--- src/design/lz78_pkg.sv ---
// ----------------------------------------------------------------------------
// lz78_pkg
// Shared types, constants and controller/datapath interface for the LZ78
// byte encoder.
// ----------------------------------------------------------------------------
`default_nettype none

package lz78_pkg;

    localparam int CODE_W   = 16;
    localparam int BYTE_W   = 8;
    localparam int KEY_W    = CODE_W + BYTE_W;
    localparam int EPOCH_W  = 8;
    localparam int WORD_W   = EPOCH_W + CODE_W + KEY_W;
    localparam int HASH_W   = 32;

    localparam int DICT_LIMIT_DEF  = 4096;
    localparam int TABLE_DEPTH_DEF = 8192;

    localparam logic [HASH_W-1:0]  HASH_MULT = 32'd2654435761;
    localparam logic [EPOCH_W-1:0] EPOCH_MAX = '1;
    localparam logic [EPOCH_W-1:0] EPOCH_FIRST = 8'd1;

    typedef struct packed {
        logic [BYTE_W-1:0] data_byte;
        logic              end_of_data;
    } src_t;

    typedef struct packed {
        logic [CODE_W-1:0] phrase_code;
        logic [BYTE_W-1:0] next_symbol;
        logic              symbol_present;
        logic              final_token;
    } dst_t;

    typedef enum logic [2:0] {
        ST_CLEAR,
        ST_IDLE,
        ST_HASH,
        ST_SLOT,
        ST_MOD,
        ST_READ,
        ST_CHECK,
        ST_EMIT
    } state_t;

    // controller -> datapath
    typedef struct packed {
        logic load_item;
        logic do_hash;
        logic start_slot;
        logic mod_run;
        logic rd_en;
        logic probe_next;
        logic commit;
        logic wipe_write;
        logic emit;
    } cmd_t;

    // datapath -> controller
    typedef struct packed {
        logic slot_ready;
        logic mod_done;
        logic hit;
        logic empty;
        logic probe_last;
        logic eod;
        logic wipe_req;
        logic wipe_last;
        logic out_free;
    } status_t;

endpackage

`default_nettype wire

--- src/design/lz78_ctrl.sv ---
// ----------------------------------------------------------------------------
// lz78_ctrl
// Sequencer: accept, hash, slot reduction, probe loop, result hand-off and
// dictionary wipe.
// ----------------------------------------------------------------------------
`default_nettype none

module lz78_ctrl (
    input  wire logic              clk,
    input  wire logic              rst_n,
    input  wire logic              src_valid,
    output logic                   ready,
    output lz78_pkg::cmd_t         cmd,
    input  wire lz78_pkg::status_t status
);

    import lz78_pkg::*;

    state_t state_reg, state_next;

    always_ff @(posedge clk or negedge rst_n)
    begin
        if (!rst_n)
        begin
            state_reg <= ST_CLEAR;
        end
        else
        begin
            state_reg <= state_next;
        end
    end

    always_comb
    begin
        state_next = state_reg;
        cmd        = '0;
        ready      = 1'b0;
        unique case (state_reg)
            ST_CLEAR:
            begin
                cmd.wipe_write = 1'b1;
                if (status.wipe_last)
                begin
                    state_next = ST_IDLE;
                end
            end
            ST_IDLE:
            begin
                ready = 1'b1;
                if (src_valid)
                begin
                    cmd.load_item = 1'b1;
                    state_next    = ST_HASH;
                end
            end
            ST_HASH:
            begin
                cmd.do_hash = 1'b1;
                state_next  = ST_SLOT;
            end
            ST_SLOT:
            begin
                cmd.start_slot = 1'b1;
                state_next     = status.slot_ready ? ST_READ : ST_MOD;
            end
            ST_MOD:
            begin
                cmd.mod_run = 1'b1;
                if (status.mod_done)
                begin
                    state_next = ST_READ;
                end
            end
            ST_READ:
            begin
                cmd.rd_en  = 1'b1;
                state_next = ST_CHECK;
            end
            ST_CHECK:
            begin
                if (status.hit && !status.eod)
                begin
                    cmd.commit = 1'b1;
                    state_next = ST_IDLE;
                end
                else if (status.hit || status.empty || status.probe_last)
                begin
                    cmd.commit = 1'b1;
                    state_next = ST_EMIT;
                end
                else
                begin
                    cmd.probe_next = 1'b1;
                    state_next     = ST_READ;
                end
            end
            ST_EMIT:
            begin
                if (status.out_free)
                begin
                    cmd.emit   = 1'b1;
                    state_next = status.wipe_req ? ST_CLEAR : ST_IDLE;
                end
            end
            default:
            begin
                state_next = ST_CLEAR;
            end
        endcase
    end

endmodule

`default_nettype wire

--- config.mk ---
export PLATFORM = sky130hd
export DESIGN_NAME = lz78_ctrl
export DESIGN_NICKNAME = d
export VERILOG_FILES = /design/src/design/lz78_pkg.sv /design/src/design/lz78_ctrl.sv
export SDC_FILE = /design/constraint.sdc
export NUM_CORES = 1
export LEC_CHECK = 0
export ABC_AREA = 1
export BUFFER_PORTS_ARGS = -buffer_cell sky130_fd_sc_hd__buf_2
export CAP_MARGIN = 10
export CORE_AREA = 2 2 39 41
export DETAILED_ROUTE_END_ITERATION = 12
export DIE_AREA = 0 0 41 43
export PLACE_DENSITY = 0.51
export SLEW_MARGIN = 20
export SYNTH_ARGS = -nofsm -noshare
export SYNTH_HDL_FRONTEND = slang
export SYNTH_SLANG_ARGS = --single-unit
--- constraint.sdc ---
create_clock -name clk -period 2.41 [get_ports clk]
set_input_delay 0.241 -clock clk [delete_from_list [all_inputs] [get_ports clk]]
set_output_delay 0.241 -clock clk [all_outputs]
set_load 0.02 [all_outputs]
## After elaboration in Yosys (flattened, before gate mapping)

Cells that the tools add are included.

| word-level totals | value |
|---|---|
| word-level logic and storage cells | 42 |
| bits in registers | 3 |
| input port bits | 12 |
| output and inout port bits | 10 |

| cells by class | value |
|---|---|
| equality and inequality tests | 11 |
| reduce and logical (&&, ||, !) cells | 6 |
| multiplexer cells | 24 |

Operators by type and width:

| cell | count |
|---|---|
| case mux 3 bit (8 select lines) | 1 |
| 2-to-1 mux 1 bit | 16 |
| 2-to-1 mux 3 bit | 5 |
| == test 3 bit, second input constant | 4 |
| inequality test 2 bit, second input constant | 4 |
| == test 3 x 2 -> 1 bit, second input constant | 2 |
| 2-to-1 mux 2 bit | 2 |
| AND reduction 4 bit | 1 |
| == test 3 x 1 -> 1 bit, second input constant | 1 |
| zero test 3 bit | 1 |
| logical OR 1 bit | 2 |
| logical AND 1 bit | 1 |
| zero test 1 bit | 1 |

## Logic depth before layout (Yosys ltp)

Gate-level depths: netlist of the first run.

| depth | value |
|---|---|
| depth after elaboration | 5 |
| gate-level depth with buffers | 8 |
| mapped depth without buffers | 8 |

## Worst setup path before layout of the first run

OpenSTA, ideal clock, no wires.

| timing | value |
|---|---|
| path type | reg-to-output |
| start | register state_reg[0] |
| end | output port cmd[8] in the netlist's numbering |
| required time | 2.169 ns |
| path slack | 1.065 ns |
| buffers on the path | 0 |
| arrival time | 1.104 ns |
| stages on the path, launching flop included | 5 |
| path through | dfrtp_1 > inv_1 > nor2_2 > inv_1 > nor3_1 |

RTL lines:

| element | line | text |
|---|---|---|
| start: declaration | lz78_ctrl.sv:19 | `state_t state_reg, state_next;` |
| start signal: assignment | lz78_ctrl.sv:29 | `state_reg <= state_next;` |
| end: declaration | lz78_ctrl.sv:13 | `output lz78_pkg::cmd_t cmd,` |

==> results of run 1 <==
==> repair_timing <==
item,in CTS,in global routing
hold endpoints to repair,3,0
endpoints found under the setup margin,0,0
hold buffers,1,0
==> worst max-delay path: stages, from the launching register on <==
cell	delay (ns)
dfrtp_1	0.59
clkinv_8	0.11
nor2_1	0.15
inv_1	0.06
a21oi_1	0.10
buf_2	0.17
==> worst min path at each step <==
stage,to,slack [ns],cells after the start
after floorplan,state_reg[0],-0.05,0
after global placement,state_reg[0],0.04,1
after CTS,state_reg[1],0.31,4
after global routing,state_reg[1],0.35,4
after detailed placement,state_reg[0],0.04,1
final,state_reg[1],0.31,4
==> report_power, final <==
part	switching [W]	internal, W	total (W)
combinational	0.000236	0.000130	0.000366
clock	0.0000238	0.0000619	0.0000857
sequential	0.0000622	0.0000759	0.000138
total	0.000322	0.000268	0.000590
==> cells in the final DEF (no fill, tap or decap), types with 2 or more instances in the layout <==
cell	synthesis	final
buf_2	0	21
clkbuf_4	0	3
dfrtp_1	3	3
inv_1	19	19
nand2_1	18	18
nand2_2	2	2
nand3_1	9	9
nor2_1	6	6
nor2_2	3	3
nor3_1	3	3
==> cell families (layout without fill, tap and decap cells) <==
group,Yosys count,count (layout),share of synthesized area [%]
simple gates,41,41,49.7
buf+inv,21,46,27.1
flops,3,3,20.5
compound gates,2,2,2.74
==> synthesized netlist by cell type <==
cell,instances
nand2_1,18
nor2_1,6
nor3_1,3
nand3_1,9
a21oi_1,1
o21ai_0,1
clkinv_8,1
inv_1,19
dfrtp_1,3
nand2_2,2
nor2_2,3
buf_6,1
==> through the flow <==
step | setup WS (ns) | hold WS (ns)
after global routing | 0.625 | 0.348
after global placement | 1.01 | 0.0370
after floorplan | 1.06 | -0.0546
after CTS | 0.739 | 0.312
final | 0.756 | 0.312
after detailed placement | 0.991 | 0.0359
==> routing by layer <==
metal	track usage [%]	vias to the layer above	wire length (um)
met1	14.9	170	389
met4	4.00	0	0
li1	-	249	-
met3	1.57	0	31
met2	18.1	9	447
met5	0	-	0
==> layout make-up <==
cell class	count	area, sq um	share of cell area (%)
tap	16	20.0	3.88
multi-input combinational	43	191	37.1
sequential	3	75.1	14.6
timing repair buffer	22	115	22.3
inverter	20	87.6	17.0
clock buffer	4	26.3	5.10
==> summary.txt, run 1 <==
====================================================================================================
Number of warnings issued by yosys ....................................................            0
Power Total ...........................................................................   0.000590 W
Worst-Skew Late Latency ...............................................................      0.23 ns
Critical Path Sink ....................................................................       cmd[2]
Die outline width .....................................................................        41 um
Largest net degree at the start of global routing .....................................           10
Critical path launch point ............................................................ state_reg[2]
Vias per std cell .....................................................................         3.96
TritonCTS buffer count ................................................................            3
Global placement routability congestion ...............................................        0.756
HPWL after detailed placement .........................................................       702 um
Filler Cells Inserted .................................................................          157
DR vias ...............................................................................          428
Final cycle utilization of the critical path ..........................................        68.6%
Maximum resistive drop on vdd .........................................................   0.000327 V
Total leakage power ...................................................................     0.360 nW
Type of the worst setup path ..........................................................   reg -> out
Critical path capture point type ......................................................  output port
Endpoint required time on the critical path ...........................................      2.17 ns
Clock Tree Root .......................................................................     clkbuf_4
Area of all placed cells without fillers ..............................................    515 sq um
Antenna violations before repair ......................................................            0
Max FFs per register ..................................................................            3
I/O pin count .........................................................................           22
Routed wire per std cell ..............................................................      8.04 um
Net count after synthesis .............................................................           79
Initial detailed-routing violation count ..............................................            2
Number of non-filler instances in the completed layout ................................          108
Area growth syn-to-layout .............................................................        41.1%
Standard-cell rows ....................................................................           14
Hold Crit Start .......................................................................    status[0]
Clock-pin slew reported for the worst setup and hold paths after clock tree synthesis .      0.04 ns
Routed wire length ....................................................................       868 um
# DRC .................................................................................            0
Worst slew margin .....................................................................        72.2%
Post-cts repair resize count ..........................................................            0
Worst-case clock buffer depth .........................................................            2
Register-to-Register Path Depth .......................................................            7
CP startpoint kind ....................................................................         flop
Post-synthesis cell type with the largest combined area ...............................      dfrtp_1
Setup Fix Bufs, Post-CTS ..............................................................            0
Fraction of final layout cells with drive strength greater than 1 .....................        32.6%
Data arrival time of the critical path ................................................      1.41 ns
Unrepaired setup endpoints after global routing .......................................           no
Post-route minimum period .............................................................      1.65 ns
TritonCTS clock tree ..................................................................          yes
Number of global-route vias before repair .............................................          386
Total cell area at the placement stage ................................................    479 sq um
Sequential-to-total area share from yosys stat ........................................        20.5%
Detailed Routing Iterations Pass 1 ....................................................            2
Number of diodes ......................................................................            0
Gate Count Post-Synth .................................................................           67
Clock tree sinks ......................................................................            3
Placeable Area ........................................................................   1380 sq um
Number of storage elements in the synthesis netlist ...................................            3
Pwr Density ........................................................................... 1140 nW/um^2
Cell count after placement ............................................................          103
Clock skew after layout ...............................................................   0.00618 ns
Slew at the pin closest to its max-slew limit .........................................     0.418 ns
Worst hold path class .................................................................    in -> reg
Starting Density ......................................................................        26.4%
Mean cell area of the mapped netlist ..................................................   5.45 sq um
Final Core Density ....................................................................        37.3%
Post-synthesis cell type count ........................................................           12
Count of endpoints failing hold in the final timing report ............................            0
Startpoint of the worst register-to-register path ..................................... state_reg[2]
Die Y .................................................................................        43 um
Result of the run ..................................................................... finished clean
Global-route wire length before repair ................................................      1.41 mm
CTS H-tree lvls .......................................................................            1
Area fraction of the dominant cell type after synthesis ...............................        20.5%
Cells taking the most area after synthesis ............................................ dfrtp_1, inv_1, nand2_1, nand3_1, nor2_1
Maximum Capacitance Violations ........................................................            0
Post-route antenna net violation count ................................................            0
Number of I/O port buffers ............................................................           21
Final #Nets ...........................................................................          105
Die Outline Area ......................................................................   1760 sq um
Setup slack of the most critical reg-to-reg path ......................................      1.11 ns
Number of max-slew violations in the final report .....................................            0
Post-Synthesis Cell Area ..............................................................    365 sq um
Worst-path maximum fanout .............................................................            9
Sum of negative setup slack ...........................................................         0 ns
Critical R2R Capture .................................................................. state_reg[0]
Max Clk Rate ..........................................................................      604 MHz
Total global routing track utilization ................................................        11.4%
GR Overflow Total .....................................................................            0
Number of setup violations in the final report ........................................            0
====================================================================================================
Power figures use the tool's default switching activity.
==> inputs of run 2 (changes only) <==
- PLACE_DENSITY: 0.51 -> 0.53
- clock period: 2.41 -> 1.5 ns (I/O delays scaled with it)
==> run 2 against run 1 <==
Compared with the run above: critical path depth rose by 1; utilization rose by 2.5 points; critical path type unchanged; flip-flop and latch count did not move; via count rose by 5.1%; largest cell class unchanged; sequential power rose by 43%; clock skew fell by 0.0020 ns; combinational power rose by 90%; die area did not move; highest routed layer unchanged; clock power rose by 62%; register-to-register slack got worse by 0.80 ns.
==> summary.txt, run 2 (synthesis results as in run 1) <==
====================================================================================================
Number of global-route vias before repair .............................................          394
Pwr Density ........................................................................... 1870 nW/um^2
Worst-path maximum fanout .............................................................            7
CTS H-tree lvls .......................................................................            1
Leading cell type in the layout, fill and taps excluded ...............................        buf_2
Commonest cells after routing, fill and taps aside .................................... buf_2, nand2_1, inv_1, nand3_1
Number of I/O port buffers ............................................................           21
Antenna violations before repair ......................................................            0
CP cell instances ..................................................................... inv_2, nand2_1, nor2_2, inv_2, a21oi_2, buf_4
Filler Cells Inserted .................................................................          159
Worst setup slack after placement .....................................................     0.298 ns
Maximum resistive drop on vdd .........................................................   0.000630 V
Total cell area at the placement stage ................................................    487 sq um
I/O pin count .........................................................................           22
M1 wire length ........................................................................       446 um
Standard-cell rows ....................................................................           14
Data arrival time of the critical path ................................................      1.26 ns
Clock skew after layout ...............................................................   0.00414 ns
Total leakage power ...................................................................     0.372 nW
Post-route antenna net violation count ................................................            0
Result of the run ..................................................................... finished clean
Clock Tree Root .......................................................................     clkbuf_4
Area of all placed cells without fillers ..............................................    551 sq um
Largest net degree at the start of global routing .....................................            9
CP delay by family, top ...............................................................   flip-flops
Critical path capture point type ......................................................  output port
Final #Nets ...........................................................................          108
Global placement routability congestion ...............................................        0.819
DR vias ...............................................................................          450
Vias per std cell .....................................................................         4.05
Sum of negative setup slack ...........................................................         0 ns
Area growth syn-to-layout .............................................................        50.7%
TritonCTS clock tree ..................................................................          yes
Delay of the slowest cell on the worst path ...........................................      0.44 ns
# DRC .................................................................................            0
GR Overflow Total .....................................................................            0
Clock tree sinks ......................................................................            3
Max FFs per register ..................................................................            3
Die outline width .....................................................................        41 um
Slew at the pin closest to its max-slew limit .........................................     0.231 ns
Power Total ...........................................................................    0.00103 W
Number of diodes ......................................................................            0
Worst hold path class .................................................................    in -> reg
Clock-pin slew reported for the worst setup and hold paths after clock tree synthesis .      0.04 ns
Setup WS post-layout ..................................................................    0.0939 ns
Initial detailed-routing violation count ..............................................            9
Bufs and invs on worst path ...........................................................            3
Slowest cell on crit path .............................................................      dfrtp_2
Worst slew margin .....................................................................        84.6%
Critical Path Most Common Cell ........................................................        inv_2
Max Clk Rate ..........................................................................      711 MHz
Worst-case clock buffer depth .........................................................            2
Final Core Density ....................................................................        39.8%
Routed wire length ....................................................................       956 um
Worst-Skew Late Latency ...............................................................      0.23 ns
Post-route minimum period .............................................................      1.41 ns
TritonCTS buffer count ................................................................            3
Sum of met3 wire segment lengths after detailed routing ...............................        40 um
Endpoint required time on the critical path ...........................................      1.35 ns
Total global routing track utilization ................................................        12.4%
Number of setup violations in the final report ........................................            0
Count of endpoints failing hold in the final timing report ............................            0
Fraction of final layout cells with drive strength greater than 1 .....................        40.0%
Final cycle utilization of the critical path ..........................................        93.7%
Global-route wire length before repair ................................................      1.47 mm
CP startpoint kind ....................................................................         flop
Placeable Area ........................................................................   1380 sq um
Routed wire per std cell ..............................................................      8.61 um
Die Outline Area ......................................................................   1760 sq um
Die Y .................................................................................        43 um
HPWL after detailed placement .........................................................       722 um
Number of max-slew violations in the final report .....................................            0
Maximum Capacitance Violations ........................................................            0
Type of the worst setup path ..........................................................   reg -> out
Detailed Routing Iterations Pass 1 ....................................................            4
Routed met2 length ....................................................................       469 um
Top Metal Used ........................................................................         met3
Starting Density ......................................................................        26.4%
====================================================================================================
## run 2: changes by cell type in the layout (fill, tap and decap cells not counted)
cell,change
buf_4,+5
buf_2,-2
inv_1,-2
inv_2,+2
a21oi_1,-1
a21oi_2,+1
dfrtp_1,-1
dfrtp_2,+1
nor2_1,-1
nor2_2,+1
## run 2: power by group
part	total, W	switching [W]	leakage, nW	internal (W)
combinational	0.000694	0.000433	0.321	0.000261
clock	0.000139	0.0000396	0.0150	0.0000995
sequential	0.000197	0.0000711	0.0360	0.000126
## run 2: path summary, 6_finish.rpt
kind	to	startpoint	cells past startpoint	slack [ns]
max	cmd[2]	state_reg[0]	6	0.09
min	state_reg[1]	status[0]	4	0.23
max reg2reg	state_reg[2]	state_reg[0]	7	0.31
min reg2reg	state_reg[0]	state_reg[0]	4	0.74
max in group asynchronous	state_reg[0]	rst_n	2	1.14
min in group asynchronous	state_reg[2]	rst_n	2	0.24
## run 2: routing by layer
layer	vias up	global-route usage, %
met5	-	0
met4	0	8.00
met3	0	3.14
met2	10	18.1
met1	190	15.3
li1	250	-
## run 2: worst register-to-register path, stage by stage (launching register included)
cell and delay, ns:
dfrtp_2 0.44, buf_4 0.15, nand2_2 0.07, nor2_2 0.04
nand2_1 0.08, nand2_2 0.07, o21ai_0 0.14, nand2_1 0.06
## run 2: area by class of cell
cell class                      instances  area, sq um  share of cell area, %
Clock buffer                            4         26.3                   4.77
Inverter                               20         87.6                   15.9
Timing Repair Buffer                   25          143                   25.9
Sequential cell                         3         76.3                   13.9
Tap cell                               16         20.0                   3.64
Multi-Input combinational cell         43          198                   35.9
## run 2: repair_timing
item / 4_1_cts / 5_1_grt
setup endpoints to repair: 0 / 3
endpoints found under the hold margin: 3 / 0
hold buffers: 1 / 0
setup buffers: 0 / 2
resized for setup: 0 / 7
## run 2: through the flow
| stage | std cells | hold slack [ns] |
|---|---|---|
| 2_1_floorplan | 67 | -0.146 |
| 3_3_place_gp | 104 | -0.0524 |
| 3_5_place_dp | 104 | -0.0529 |
| 4_1_cts | 109 | 0.227 |
| 5_1_grt | 111 | 0.252 |
| 6_report | 111 | 0.228 |
==> inputs of run 3 (changes only) <==
- CTS_BUF_LIST: default -> sky130_fd_sc_hd__clkbuf_4 sky130_fd_sc_hd__clkbuf_8 sky130_fd_sc_hd__clkbuf_16
==> run 3 against run 2 <==
Compared with the run above: hold slack improved by 0.0061 ns; combinational power is essentially flat; sequential share of layout area shrank 0.094 points; setup slack lost 0.011 ns; via count rose by 2.2%; total power increased by 1.9%; critical endpoint unchanged; highest routed layer unchanged.
==> summary.txt, run 3 (synthesis results as in run 1) <==
====================================================================================================
Area growth syn-to-layout .............................................................        51.7%
Number of setup violations in the final report ........................................            0
TritonCTS clock tree ..................................................................          yes
Slowest cell on crit path .............................................................      dfrtp_2
Final #Nets ...........................................................................          108
Flop pwr share ........................................................................        18.7%
Delay of the slowest cell on the worst path ...........................................      0.44 ns
Startpoint of the worst register-to-register path ..................................... state_reg[0]
CP startpoint kind ....................................................................         flop
Worst-Skew Late Latency ...............................................................      0.23 ns
Post-route antenna net violation count ................................................            0
Type of the worst setup path ..........................................................   reg -> out
Worst setup slack after placement .....................................................     0.298 ns
Number of I/O port buffers ............................................................           21
Leading cell type in the layout, fill and taps excluded ...............................        buf_2
Number of global-route vias before repair .............................................          393
Power Internal ........................................................................   0.000505 W
# DRC .................................................................................            0
Detailed Routing Iterations Pass 1 ....................................................            4
Critical path capture point type ......................................................  output port
Max Clk Rate ..........................................................................      706 MHz
Area used by sequential logic in the layout ...........................................   76.3 sq um
Die Y .................................................................................        43 um
Number of max-slew violations in the final report .....................................            0
Bufs and invs on worst path ...........................................................            3
Standard-cell rows ....................................................................           14
Data arrival time of the critical path ................................................      1.27 ns
Worst-path maximum fanout .............................................................            7
Final Core Density ....................................................................        40.1%
Proportion of power drawn by combinational gates ......................................        66.2%
Total leakage power ...................................................................     0.375 nW
Fraction of final layout cells with drive strength greater than 1 .....................        41.1%
TritonCTS buffer count ................................................................            3
Largest net degree at the start of global routing .....................................            9
Max FFs per register ..................................................................            3
Worst slew margin .....................................................................        84.7%
Clock Tree Root .......................................................................     clkbuf_4
Count of endpoints failing hold in the final timing report ............................            0
Clock tree sinks ......................................................................            3
Met2 layer usage reported by global route .............................................        18.4%
Clock share of power ..................................................................        15.1%
Total global routing track utilization ................................................        11.6%
Critical Path Sink ....................................................................       cmd[2]
Worst-case clock buffer depth .........................................................            2
Critical R2R Capture .................................................................. state_reg[2]
Clock skew after layout ...............................................................   0.00313 ns
Placeable Area ........................................................................   1380 sq um
Area used by multi-input combinational logic ..........................................    198 sq um
Worst hold slack after final layout ...................................................     0.234 ns
Antenna violations before repair ......................................................            0
Critical path launch point ............................................................ state_reg[0]
Critical Path Most Common Cell ........................................................        inv_2
Global-route wire length before repair ................................................      1.44 mm
Routing usage on met3 .................................................................           0%
Maximum resistive drop on vdd .........................................................   0.000640 V
HPWL after detailed placement .........................................................       722 um
CP cell instances ..................................................................... inv_2, nand2_1, nor2_2, inv_2, a21oi_2, buf_4
Vias per std cell .....................................................................         4.14
Final cycle utilization of the critical path ..........................................        94.5%
CTS H-tree lvls .......................................................................            1
Initial detailed-routing violation count ..............................................           13
Switching part of the total ...........................................................        52.0%
Maximum Capacitance Violations ........................................................            0
Sum of negative setup slack ...........................................................         0 ns
Area of all placed cells without fillers ..............................................    554 sq um
CP delay by family, top ...............................................................   flip-flops
DR vias ...............................................................................          460
Pwr Density ........................................................................... 1890 nW/um^2
Logic depth of the worst path, buffers included .......................................            6
Setup WS post-layout ..................................................................    0.0828 ns
Result of the run ..................................................................... finished clean
I/O pin count .........................................................................           22
Met1 layer usage reported by global route .............................................        15.3%
Die outline width .....................................................................        41 um
Total cell area at the placement stage ................................................    487 sq um
Number of diodes ......................................................................            0
Starting Density ......................................................................        26.4%
GR Overflow Total .....................................................................            0
Global placement routability congestion ...............................................        0.819
Switching Power .......................................................................   0.000546 W
Slew at the pin closest to its max-slew limit .........................................     0.229 ns
Worst hold path class .................................................................    in -> reg
Routed wire per std cell ..............................................................      8.65 um
Routed wire length ....................................................................       960 um
Die Outline Area ......................................................................   1760 sq um
Clock-pin slew reported for the worst setup and hold paths after clock tree synthesis .      0.04 ns
Endpoint required time on the critical path ...........................................      1.35 ns
Busiest layer in global routing .......................................................         met2
Commonest cells after routing, fill and taps aside .................................... buf_2, nand2_1, inv_1, nand3_1
Filler Cells Inserted .................................................................          160
Post-route minimum period .............................................................      1.42 ns
Setup slack of the most critical reg-to-reg path ......................................      0.28 ns
Register-to-Register Path Depth .......................................................            7
====================================================================================================
## run 3: cell counts in the layout (fill, tap and decap cells not counted)
No cell type changed its count.
## run 3: routing by layer
layer / up-vias / wire (um)
met5: - / 0
met4: 0 / 0
met3: 0 / 52
met2: 17 / 473
met1: 191 / 435
li1: 252 / -
## run 3: metrics by stage
step                      power (W)  std cells
after CTS                  0.000998        109
after floorplan            0.000671         67
after global placement     0.000826        104
after detailed placement   0.000830        104
final                       0.00105        111
after global routing        0.00115        111
## run 3: final cells by class
| cell class | count | share of cell area (%) |
|---|---|---|
| flip-flops and latches | 3 | 13.8 |
| clock buffers | 4 | 5.42 |
| multi-input cells | 43 | 35.7 |
| repair buffers | 25 | 25.7 |
| inverters | 20 | 15.8 |
| well taps | 16 | 3.61 |
## run 3: worst min-delay path by stage
stage                     startpoint      endpoint  slack, ns  cells after the start
after floorplan                rst_n  state_reg[0]      -0.15                      0
after global placement         rst_n  state_reg[1]      -0.05                      1
after detailed placement       rst_n  state_reg[1]      -0.05                      1
after CTS                  status[0]  state_reg[1]       0.23                      4
after global routing           rst_n  state_reg[2]       0.25                      2
final                      status[0]  state_reg[1]       0.23                      4
## run 3: power groups by stage
stage	Combinational [W]	Sequential, W	Clock, W
2_1_floorplan	0.000504	0.000167	0
3_3_place_gp	0.000635	0.000191	0
3_5_place_dp	0.000633	0.000197	0
4_1_cts	0.000639	0.000197	0.000162
5_1_grt	0.000779	0.000203	0.000169
6_report	0.000696	0.000196	0.000158
## run 3: tightest hold or removal path: cells and delay by family
kind	cells	cell delay [ns]
simple gates	2	0.15
buf+inv	2	0.11
## run 3: timing repair
action                                  CTS  global route
setup buffers                             0             2
hold buffers                              1             0
endpoints found under the hold margin     3             0
resized for setup                         0             7
endpoints found under the setup margin    0             3
